[config.mk]
export PLATFORM = sky130hd
export DESIGN_NAME = x86_logic_shift_alu_unit
export DESIGN_NICKNAME = d
export VERILOG_FILES = /design/src/sv/xlsa_pkg.sv /design/src/sv/xlsa_core.sv /design/src/sv/x86_logic_shift_alu_unit.sv
export SDC_FILE = /design/constraint.sdc
export NUM_CORES = 1
export LEC_CHECK = 0
export BUFFER_PORTS_ARGS = -buffer_cell sky130_fd_sc_hd__buf_2
export CAP_MARGIN = 20
export CORE_MARGIN = 3
export CORE_UTILIZATION = 50
export DETAILED_ROUTE_END_ITERATION = 6
export PLACE_DENSITY = 0.69
export SYNTH_ARGS = -nofsm -noshare
export SYNTH_HDL_FRONTEND = slang
export SYNTH_SLANG_ARGS = --single-unit
[constraint.sdc]
create_clock -name clk_i -period 9.99 [get_ports clk_i]
set_input_delay 0.4995 -clock clk_i [delete_from_list [all_inputs] [get_ports clk_i]]
set_output_delay 0.4995 -clock clk_i [all_outputs]
set_load 0.005 [all_outputs]
[src/sv/xlsa_pkg.sv]
// Shared types and constants of the x86 logic and shift ALU.
package xlsa_pkg;

  localparam int unsigned DataW    = 32;
  localparam int unsigned CountW   = 5;
  localparam int unsigned InTdataW = 72;
  localparam int unsigned InTuserW = 3;
  localparam int unsigned OutTdataW = 40;

  typedef enum logic [2:0] {
    OP_AND  = 3'd0,
    OP_OR   = 3'd1,
    OP_XOR  = 3'd2,
    OP_TEST = 3'd3,
    OP_NOT  = 3'd4,
    OP_SHL  = 3'd5,
    OP_SHR  = 3'd6,
    OP_SAR  = 3'd7
  } op_e;

  localparam logic [1:0] WIDTH_BYTE  = 2'd0;
  localparam logic [1:0] WIDTH_WORD  = 2'd1;
  localparam logic [1:0] WIDTH_DWORD = 2'd2;

  localparam logic [DataW-1:0] MASK_BYTE  = 32'h0000_00FF;
  localparam logic [DataW-1:0] MASK_WORD  = 32'h0000_FFFF;
  localparam logic [DataW-1:0] MASK_DWORD = 32'hFFFF_FFFF;

  typedef struct packed {
    logic carry;
    logic overflow;
    logic zero;
    logic sign;
  } flags_t;

  typedef struct packed {
    op_e              req_type;
    logic [1:0]       width_code;
    logic [DataW-1:0] dest_value;
    logic [DataW-1:0] src_value;
    flags_t           flags;
  } req_t;

  typedef struct packed {
    logic [DataW-1:0] result_value;
    logic             write_back;
    flags_t           flags;
  } rsp_t;

endpackage

[src/sv/xlsa_core.sv]
// Combinational datapath: logic and shift operations with flag update.
module xlsa_core (
  input  xlsa_pkg::req_t req_i,
  output xlsa_pkg::rsp_t rsp_o
);

  logic [xlsa_pkg::DataW-1:0]   mask;
  logic [xlsa_pkg::DataW-1:0]   d;
  logic [xlsa_pkg::DataW-1:0]   s;
  logic [xlsa_pkg::DataW-1:0]   d_sext;
  logic [xlsa_pkg::CountW-1:0]  cnt;
  logic [2*xlsa_pkg::DataW-1:0] shl_wide;
  logic [xlsa_pkg::DataW-1:0]   shl_res;
  logic                         shl_cf;
  logic [xlsa_pkg::DataW-1:0]   shr_res;
  logic [xlsa_pkg::DataW-1:0]   sar_res;
  logic [xlsa_pkg::DataW-1:0]   res;
  logic                         res_top;
  logic                         wb;
  logic                         zs_upd;
  xlsa_pkg::flags_t             fl;

  always_comb begin
    case (req_i.width_code)
      xlsa_pkg::WIDTH_BYTE: begin
        mask = xlsa_pkg::MASK_BYTE;
      end
      xlsa_pkg::WIDTH_WORD: begin
        mask = xlsa_pkg::MASK_WORD;
      end
      default: begin
        mask = xlsa_pkg::MASK_DWORD;
      end
    endcase
  end

  assign d   = req_i.dest_value & mask;
  assign s   = req_i.src_value & mask;
  assign cnt = req_i.src_value[xlsa_pkg::CountW-1:0];

  assign shl_wide = {{xlsa_pkg::DataW{1'b0}}, d} << cnt;
  assign shl_res  = shl_wide[xlsa_pkg::DataW-1:0] & mask;
  assign shr_res  = d >> cnt;
  assign sar_res  = xlsa_pkg::DataW'($signed(d_sext) >>> cnt) & mask;

  always_comb begin
    case (req_i.width_code)
      xlsa_pkg::WIDTH_BYTE: begin
        d_sext = {{24{d[7]}}, d[7:0]};
        shl_cf = shl_wide[8];
      end
      xlsa_pkg::WIDTH_WORD: begin
        d_sext = {{16{d[15]}}, d[15:0]};
        shl_cf = shl_wide[16];
      end
      default: begin
        d_sext = d;
        shl_cf = shl_wide[32];
      end
    endcase
  end

  always_comb begin
    fl     = req_i.flags;
    wb     = 1'b1;
    zs_upd = 1'b1;
    res    = '0;
    case (req_i.req_type)
      xlsa_pkg::OP_AND: begin
        res = d & s;
        fl.carry = 1'b0;
        fl.overflow = 1'b0;
      end
      xlsa_pkg::OP_OR: begin
        res = d | s;
        fl.carry = 1'b0;
        fl.overflow = 1'b0;
      end
      xlsa_pkg::OP_XOR: begin
        res = d ^ s;
        fl.carry = 1'b0;
        fl.overflow = 1'b0;
      end
      xlsa_pkg::OP_TEST: begin
        res = d & s;
        fl.carry = 1'b0;
        fl.overflow = 1'b0;
        wb = 1'b0;
      end
      xlsa_pkg::OP_NOT: begin
        res = ~d & mask;
        zs_upd = 1'b0;
      end
      xlsa_pkg::OP_SHL: begin
        res = shl_res;
        if (cnt != '0) begin
          fl.carry = shl_cf;
        end
      end
      xlsa_pkg::OP_SHR: begin
        res = shr_res;
      end
      default: begin
        res = sar_res;
      end
    endcase
  end

  always_comb begin
    case (req_i.width_code)
      xlsa_pkg::WIDTH_BYTE: begin
        res_top = res[7];
      end
      xlsa_pkg::WIDTH_WORD: begin
        res_top = res[15];
      end
      default: begin
        res_top = res[31];
      end
    endcase
  end

  always_comb begin
    rsp_o.result_value = res;
    rsp_o.write_back   = wb;
    rsp_o.flags        = fl;
    if (req_i.req_type == xlsa_pkg::OP_SHL && cnt == xlsa_pkg::CountW'(1)) begin
      rsp_o.flags.overflow = res_top ^ fl.carry;
    end
    if (zs_upd) begin
      rsp_o.flags.zero = (res == '0);
      rsp_o.flags.sign = res_top;
    end
  end

endmodule

[src/sv/x86_logic_shift_alu_unit.sv]
// Top level of the x86 logic and shift ALU: input register, datapath, result register.
// A request goes from the input register to the result register, then to the master side.
// Throughput: one request per cycle unless the master side stalls; the input and result
// registers advance together; a full input register holds while the result is stalled.
// Reset: asynchronous, active low; clears both valid bits, payload is not reset.
module x86_logic_shift_alu_unit (
  input  logic                             clk_i,
  input  logic                             rst_ni,
  input  logic                             s_axis_tvalid,
  output logic                             s_axis_tready,
  // width_code[1:0], dest_value[33:2], src_value[65:34], carry_in[66],
  // overflow_in[67], zero_in[68], sign_in[69], zero fill [71:70]
  input  logic [xlsa_pkg::InTdataW-1:0]    s_axis_tdata,
  // req_type[2:0]
  input  logic [xlsa_pkg::InTuserW-1:0]    s_axis_tuser,
  output logic                             m_axis_tvalid,
  input  logic                             m_axis_tready,
  // result_value[31:0], write_back[32], carry_out[33], overflow_out[34],
  // zero_out[35], sign_out[36], zero fill [39:37]
  output logic [xlsa_pkg::OutTdataW-1:0]   m_axis_tdata
);

  logic           in_valid_q;
  xlsa_pkg::req_t in_req_q;
  xlsa_pkg::req_t in_req_d;
  logic           out_valid_q;
  xlsa_pkg::rsp_t out_rsp_q;
  xlsa_pkg::rsp_t out_rsp_d;
  logic           out_ready;
  logic           in_ready;

  assign out_ready = !out_valid_q || m_axis_tready;
  assign in_ready  = !in_valid_q || out_ready;

  always_comb begin
    in_req_d.req_type       = xlsa_pkg::op_e'(s_axis_tuser);
    in_req_d.width_code     = s_axis_tdata[1:0];
    in_req_d.dest_value     = s_axis_tdata[33:2];
    in_req_d.src_value      = s_axis_tdata[65:34];
    in_req_d.flags.carry    = s_axis_tdata[66];
    in_req_d.flags.overflow = s_axis_tdata[67];
    in_req_d.flags.zero     = s_axis_tdata[68];
    in_req_d.flags.sign     = s_axis_tdata[69];
  end

  xlsa_core u_core (
    .req_i (in_req_q),
    .rsp_o (out_rsp_d)
  );

  always_ff @(posedge clk_i or negedge rst_ni) begin
    if (!rst_ni) begin
      in_valid_q  <= 1'b0;
      out_valid_q <= 1'b0;
    end else begin
      if (in_ready) begin
        in_valid_q <= s_axis_tvalid;
      end
      if (out_ready) begin
        out_valid_q <= in_valid_q;
      end
    end
  end

  always_ff @(posedge clk_i) begin
    if (in_ready && s_axis_tvalid) begin
      in_req_q <= in_req_d;
    end
    if (out_ready && in_valid_q) begin
      out_rsp_q <= out_rsp_d;
    end
  end

  assign s_axis_tready = in_ready;
  assign m_axis_tvalid = out_valid_q;
  assign m_axis_tdata  = {3'b000,
                          out_rsp_q.flags.sign,
                          out_rsp_q.flags.zero,
                          out_rsp_q.flags.overflow,
                          out_rsp_q.flags.carry,
                          out_rsp_q.write_back,
                          out_rsp_q.result_value};

endmodule

Word-level counts from Yosys, hierarchy flattened:

Cells that the tools add are included.

* logic and storage cells: 61
* register bits: 112
* input bits: 79
* output and inout bits: 42

* shift operators: 3
* bitwise logic cells: 10
* equal/unequal tests: 8
* mux-type cells: 11
* reductions and logical operators: 13

Operator list (count)
* 32-bit AND: 6
* 32-bit case mux with 6 select lines: 1
* 32-bit case mux with 2 select lines: 2
* 32-bit by 5-bit left shift with 33-bit output: 1
* 32-bit zero test: 1
* 32-bit inverter: 1
* 32-bit bitwise OR: 1
* 32-bit by 5-bit >> shifter with 32-bit output: 1
* 32-bit by 5-bit >>> shifter with 32-bit output: 1
* 32-bit bitwise XOR: 1
* 3-bit == test, second input constant: 3
* 3-bit by 2-bit == test with 1-bit output, second input constant: 2
* 1-bit case mux with 2 select lines: 3
* 5-bit by 1-bit == test with 1-bit output, second input constant: 1
* 5-bit nonzero test: 1
* 1-bit 2-to-1 mux: 4
* 4-bit OR reduction: 1
* 3-bit by 1-bit == test with 1-bit output, second input constant: 1
* 1-bit logical AND: 3
* 3-bit zero test: 1
* 2-bit by 1-bit == test with 1-bit output, second input constant: 1
* 1-bit zero test: 2
* 2-bit zero test: 1
* 1-bit logical OR: 2
* other kinds (3): 3

Longest topological paths before layout:

Gate-level depths: netlist (run 1).

* depth after elaboration: 10
* mapped depth: 19
* gate-level depth less buffers: 13

Cells and area by module:

Synthesis (run 1) repeated with hierarchy kept, for this count alone.

* cells, all modules: 1456
* area total of the unflattened synthesis: 13076.3 um^2

By module, submodules not included
* xlsa_core: sequential area each 0.0 um^2, area each 9643.0 um^2, cells an instance 1334, instances 1
* x86_logic_shift_alu_unit: sequential area each 3353.2 um^2, area each 3433.3 um^2, cells an instance 122, instances 1

Worst setup path before layout (run 1):

No wires, ideal clock.

* kind: reg-to-reg
* start point: register in_req_q[69] (netlist name)
* end point: register out_rsp_q (netlist bit m_axis_tdata[35]) (data pin)
* path buffers: 7
* required time: 9.825 ns
* slack: 5.795 ns
* data arrival time: 4.030 ns
* library setup time: 0.165 ns
* clock period less this slack: 4.195 ns
* cell stages (with the launch flop): 18
* cells stage by stage: edfxtp_1 -> buf_2 -> clkbuf_1 -> clkbuf_1 -> buf_2 -> buf_2 -> clkbuf_1 -> buf_1 -> nand2_1 -> ha_1 -> mux2_2 -> a21oi_1 -> o2bb2ai_1 -> or3_4 -> or4_4 -> nor4_2 -> nand4_1 -> o31ai_2

RTL lines
* start, declared: line x86_logic_shift_alu_unit.sv:24 `xlsa_pkg::req_t in_req_q;`
* start signal, assigned: line x86_logic_shift_alu_unit.sv:67 `in_req_q <= in_req_d;`
* end signal, assigned: line x86_logic_shift_alu_unit.sv:70 `out_rsp_q <= out_rsp_d;`
* end, declared: line x86_logic_shift_alu_unit.sv:27 `xlsa_pkg::rsp_t out_rsp_q;`

==> results of run 1 <==
-- state kept, by name, indices dropped and copies added, names as in the netlist --
signal,flops
in_req_q,73
in_valid_q,1
m_axis_tdata,37
m_axis_tvalid,1
-- per-layer routing --
layer  part of all wire, %  routed length [um]  track usage, %  vias to the layer above
met5                 0.057                  36               0                        -
li1                      -                   -               -                     5502
met1                    35               22300            58.3                     6434
met4                   9.1                5780            29.6                        2
met2                    39               24900            66.2                     1408
met3                    16               10200            19.7                      387
-- critical path: cells and delay by family (launching register included) --
family,cells,cell delay [ns]
DFF,1,0.85
buffers and inverters,2,0.96
and+or+nand+nor,4,1.62
AOI/OAI and AO/OA,5,2.09
-- cells by family (layout without fill, tap and decap cells) --
logic type,Yosys count,after routing,synth area share [%]
muxes,141,141,15.0
DFF,112,112,27.4
and+or+nand+nor,422,422,16.2
xor gates and xnor gates,1,1,0.0716
buffers and inverters,203,249,7.39
adders and majority gates,65,65,6.65
other,1,3,0.0307
AOI/OAI and AO/OA,465,465,27.2
-- cells in the final DEF, fill, tap and decap left out, types with 29 or more instances in the layout --
master / netlist / final
a211oi_1: 29 / 29
a21oi_1: 79 / 79
buf_2: 26 / 116
buf_4: 4 / 44
edfxtp_1: 110 / 110
ha_1: 65 / 65
inv_1: 68 / 67
mux2_2: 36 / 36
mux2i_1: 67 / 67
nand2_1: 122 / 122
nand3_1: 38 / 38
nor2_1: 129 / 127
o211ai_1: 30 / 30
o21ai_0: 62 / 62
o22ai_1: 43 / 43
-- through the flow --
stage | instance area, um^2 | total power, mW | instances
after floorplan | 12200 | 0.980 | 1412
after global placement | 12900 | 1.22 | 1759
after detailed placement | 12900 | 1.22 | 1759
after CTS | 13200 | 1.61 | 1776
after global routing | 13200 | 1.69 | 1777
final | 13200 | 1.66 | 1777
-- worst paths after layout --
path | to | slack (ns) | cells past startpoint | from
max in group asynchronous | m_axis_tvalid$_DFFE_PN0P_ | 9.44 | 2 | rst_ni
min in group asynchronous | in_valid_q$_DFFE_PN0N_ | 0.45 | 2 | rst_ni
min reg2reg | m_axis_tvalid$_DFFE_PN0P_ | 0.57 | 1 | in_valid_q$_DFFE_PN0N_
min | in_req_q[30]$_DFFE_PP_ | 0.29 | 1 | s_axis_tdata[60]
max | m_axis_tdata[35]$_DFFE_PP_ | 4.26 | 11 | in_req_q[69]$_DFFE_PP_
max reg2reg | m_axis_tdata[35]$_DFFE_PP_ | 4.26 | 11 | in_req_q[69]$_DFFE_PP_
-- final cells by class --
cell class	instances	area, um^2	share of cell area, %
multi-input cells	1097	8000	60.4
flip-flops and latches	112	3350	25.3
repair buffers	161	921	6.95
well taps	319	399	3.01
inverters	72	270	2.04
clock buffers	9	225	1.70
clock inverters	7	82.6	0.623
-- synth_stat cells, types with 6 or more instances --
master	instances
nor2_1	129
nand2_1	122
edfxtp_1	110
a21oi_1	79
clkbuf_1	70
inv_1	68
mux2i_1	67
ha_1	65
o21ai_0	62
o22ai_1	43
nand3_1	38
mux2_2	36
o211ai_1	30
a211oi_1	29
and2_1	29
buf_2	26
mux4_2	25
buf_1	22
nor3_1	21
o221ai_1	20
nand2b_1	19
a31oi_1	18
nor2b_1	14
a221oi_1	13
a32oi_1	12
a22oi_1	11
o32ai_1	11
nand4_1	10
o311ai_0	9
a21o_1	8
o2111ai_1	8
o22a_1	8
o211a_1	7
o21a_1	7
or3_1	7
a2bb2oi_1	6
a311oi_1	6
buf_6	6
nor4_1	6
-- power by group through the flow --
stage | combinational (mW) | clock (mW) | sequential, mW
after global routing | 0.671 | 0.411 | 0.608
after CTS | 0.611 | 0.394 | 0.604
after detailed placement | 0.608 | 0 | 0.615
final | 0.657 | 0.393 | 0.608
after global placement | 0.603 | 0 | 0.613
after floorplan | 0.387 | 0 | 0.593
-- timing repair --
action,in CTS,in global routing
endpoints found under the hold margin,2,0
resized for setup,0,0
endpoints found under the setup margin,0,0
buffers inserted,0,0
hold buffers,1,0
==> results.cfg, run 1 <==
[timing]
hold_violations = 0
clock.fmax_ghz = 0.174
hold_ws_ns = 0.290
finalMaxSlewViolations = 0
tightestPinTransition_ns = 1.19
rsz0062_at_grt = no
skew_ns = 0.0145
slew_headroom_pct = 19.4
setup_violations = 0
period_needed_ns = 5.73
setup_tns_ns = 0
postLayoutSetupSlackWorst_ns = 4.26
fin_crit_sh_pct = 57.4

[clock_tree]
cts.sinks = 112
cts_max_level = 3
cts_buffers = 9
tritoncts = built
clockBufferDepth = 2
clk_latency_ns = 0.38
cts_root_buffer = clkbuf_16
clk_pin_slew_ns = 0.10

[critical_path]
slowest_delay_ns = 0.85
slowest_stage = edfxtp_1
cp_max_fo = 45
cp-end-kind = flop
worstSetupStartpointType = flop
cp_data_arrival_time_ns = 5.94
crit_chain = buf_4 > buf_4 > nand2_1 > o22ai_1 > or3_1 > o311ai_0 > o211a_1 > o21ai_0 > nand3_1 > or3_1 > o31ai_2
path_class = flop to flop
required_ns = 10.20

[place]
dp_hpwl_um = 45600
port_buffers = 115
dp_slack_ns = 5.07
gp_congestion = 1.18

[yosys]
synth.yosys.seq_area_share_pct = 27.4
synth_top_cell_by_area = edfxtp_1
syn_inst = 1410
yosys.area.top_type_share_pct = 27.0
synth.cell_area_um2 = 12200
synth.distinct_cells = 92
synth_seq_cells = 112
synth_area_per_cell_um2 = 8.67
synth_ff_type = edfxtp_1
synth_edf_count = 110
async_reset_ff_share_pct = 1.79
yosysWarnings = 0
ys_top_cells_by_area = edfxtp_1 (27%), ha_1 (6.6%), mux2i_1 (5.5%), mux4_2 (4.6%), nor2_1 (4.0%)

[drt]
routedWlPerCell_um = 35.5
drc = 0
vias = 13700
ant_nets = 0
drt_iter0_markers = 2874
drtPass1Iterations = 7
drt_wl_total_um = 63200
via_per_inst = 7.73

[global_routing]
grt_start_max_net_pins = 74
grt.overflow.total = 0
grtUsageTotal_pct = 46.7
grt_pass1_vias = 12600
antenna_found_initial = 0
grt_first_pass_wirelength_um = 89000

[die]
io_pins = 121
die_h_um = 162
fp.coreArea_um2 = 23800
die-area_um2 = 26400
placementRows = 56
initial_core_util_pct = 51.5
die_x_um = 162

[pwr]
seq_power_share_pct = 36.7
power.internal_mw = 0.955
p_sw_mw = 0.703
power_density_nw_per_um2 = 125
p_comb_share_pct = 39.6
switching_share_pct = 42.4
vdd_ir_drop_max_mv = 0.117
p_leak_nw = 5.26
power_frac_clock_pct = 23.7

[finish]
fillers = 2186
synthToLayoutAreaGrowth_pct = 8.30
diodes = 0
layout-drive-gt1-share_pct = 19.1
fin_nets = 1597
postLayoutCoreUtil_pct = 55.8

[run_status]
run_status = completed

[run]
max-cap-violations = 0

[min_path]
hp-class = primary input to flop
(Power assumes the default switching activity.)
==> run 2: changes to the inputs <==
clock period = 5.9 ns   (was 9.99 ns; I/O delays follow)
==> run 2 against run 1 <==
The flow now finishes with violations (DRC). Worst hold slack worse by 0.22 ns. Cell area is 2.1% higher. Clock skew is 0.0058 ns higher. Combinational power is 75% higher. Clock power is 78% higher. Critical endpoint unchanged. Largest cell class unchanged.
==> results.cfg, run 2 (synthesis gave the netlist of run 1 again) <==
[min_path]
min_to = in_req_q[8]$_DFFE_PP_
holdPathStages = 1
min_from = s_axis_tdata[38]
hp-class = primary input to flop

[global_routing]
antenna_found_initial = 1
grtUsageTotal_pct = 48.5
grt_first_pass_wirelength_um = 92100
grt.overflow.total = 0
grt_pass1_vias = 13000
grt_start_max_net_pins = 90

[timing]
skew_ns = 0.0203
setup_violations = 0
rsz0062_at_grt = no
fin_crit_sh_pct = 84.2
period_needed_ns = 4.97
hold_violations = 0
finalMaxSlewViolations = 0
setup_tns_ns = 0
tightestPinTransition_ns = 1.29
slew_headroom_pct = 13.2
clock.fmax_ghz = 0.201

[run_status]
failed_checks = DRC
run_status = finished, violations left

[drt]
drt_iter0_markers = 2525
ant_nets = 0
drtPass1Iterations = 7
routedWlPerCell_um = 35.9
vias = 13900
drt_wl_total_um = 64800
drc = 4
via_per_inst = 7.71

[pwr]
p_leak_nw = 5.43
vdd_ir_drop_max_mv = 0.186
power_density_nw_per_um2 = 213

[die]
die_x_um = 162
fp.coreArea_um2 = 23800
io_pins = 121
placementRows = 56
initial_core_util_pct = 51.5
die-area_um2 = 26400
die_h_um = 162

[finish]
largest_reg_flops = 73
final_common_cell = nor2_1
layout-drive-gt1-share_pct = 20.6
synthToLayoutAreaGrowth_pct = 10.5
final_cell_mix = nor2_1 (127), nand2_1 (122), buf_2 (115)
stdcell_area_um2 = 13500
diodes = 0
layout.cells.non_filler = 1805
fin_nets = 1625
top_register = in_req_q

[critical_path]
cp_data_arrival_time_ns = 5.19
cp_max_fo = 19
r2r_end = m_axis_tdata[35]$_DFFE_PP_
reg2reg_setup_slack_ns = 0.93
r2r-start = in_req_q[68]$_DFFE_PP_
crit_chain = buf_4 > o21bai_1 > o2bb2ai_1 > nor2_1 > a21oi_1 > o21ai_0 > a31oi_1 > nor4_2 > nand4_1 > o31ai_2
cp-end-kind = flop
required_ns = 6.12
slowest_stage = o21bai_1
r2r_cells = 10
worstSetupStartpointType = flop
slowest_delay_ns = 0.96
path_class = flop to flop

[clock_tree]
cts_buffers = 9
clockBufferDepth = 2
cts.sinks = 112
tritoncts = built
cts_max_level = 3
cts_resized = 0
clk_pin_slew_ns = 0.10
cts_root_buffer = clkbuf_16
clk_latency_ns = 0.39

[place]
port_buffers = 115
gp_congestion = 1.20
dp_hpwl_um = 47700
placedCellCount = 1785
postPlaceCellArea_um2 = 13100

[run]
max-cap-violations = 0
==> run 2: changes by cell type in the layout (fill, tap and decap cells not counted), sizes merged <==
| cell | delta |
|---|---|
| buf | +26 |
| clkbuf | +2 |
| inv | +2 |
| clkinv | -1 |
| clkinvlp | -1 |
==> run 2: critical path, delay by kind of cell, from the launching register on <==
kind                   cells  cell delay (ns)
and+or+nand+nor            3             1.09
AOI/OAI and AO/OA          6             3.06
buffers and inverters      1             0.25
DFF                        1             0.39
==> run 2: power by group <==
part | internal [mW] | switching, mW | leakage [nW]
combinational | 0.376 | 0.771 | 4.19
sequential | 0.955 | 0.0826 | 1.08
clock | 0.315 | 0.383 | 0.156
total | 1.65 | 1.24 | 5.43
==> run 2: area by class of cell <==
type	instances	area, um^2
clock inverter	7	96.3
clock buffer	9	225
multi-input combinational	1097	8000
sequential	112	3350
fill	2126	10200
inverter	72	270
timing repair buffer	189	1180
tap	319	399
==> run 2: worst max-delay path by stage <==
stage	slack (ns)	from	to	cells past startpoint
after floorplan	1.71	in_req_q[69]$_DFFE_PP_	m_axis_tdata[35]$_DFFE_PP_	17
after global placement	1.27	in_req_q[4]$_DFFE_PP_	m_axis_tdata[35]$_DFFE_PP_	10
after detailed placement	1.24	in_req_q[4]$_DFFE_PP_	m_axis_tdata[35]$_DFFE_PP_	10
after CTS	1.22	in_req_q[4]$_DFFE_PP_	m_axis_tdata[35]$_DFFE_PP_	10
after global routing	0.98	in_req_q[68]$_DFFE_PP_	m_axis_tdata[35]$_DFFE_PP_	10
final	0.93	in_req_q[68]$_DFFE_PP_	m_axis_tdata[35]$_DFFE_PP_	10
==> run 2: through the flow <==
step           hold WS [ns]  power (mW)  utilization (%)  worst slack [ns]
2_1_floorplan     -0.000591        1.66                -              1.71
3_3_place_gp         0.0787        2.09             55.3              1.27
3_5_place_dp         0.0818        2.10             55.3              1.24
4_1_cts              0.0707        2.78             56.7              1.22
5_1_grt              0.0783        2.93             56.9             0.977
6_report             0.0720        2.88             56.9             0.934
==> run 2: per-layer routing <==
metal	global-route usage (%)	routed length (um)	vias up
li1	-	-	5567
met1	60.4	22600	6555
met2	68.9	25700	1396
met3	19.6	10600	392
met4	32.5	6010	2
met5	0	12	-
==> run 2: repair_timing <==
| action | CTS | global route |
|---|---|---|
| buffers inserted | 0 | 0 |
| hold buffers | 1 | 0 |
| endpoints found under the hold margin | 2 | 0 |
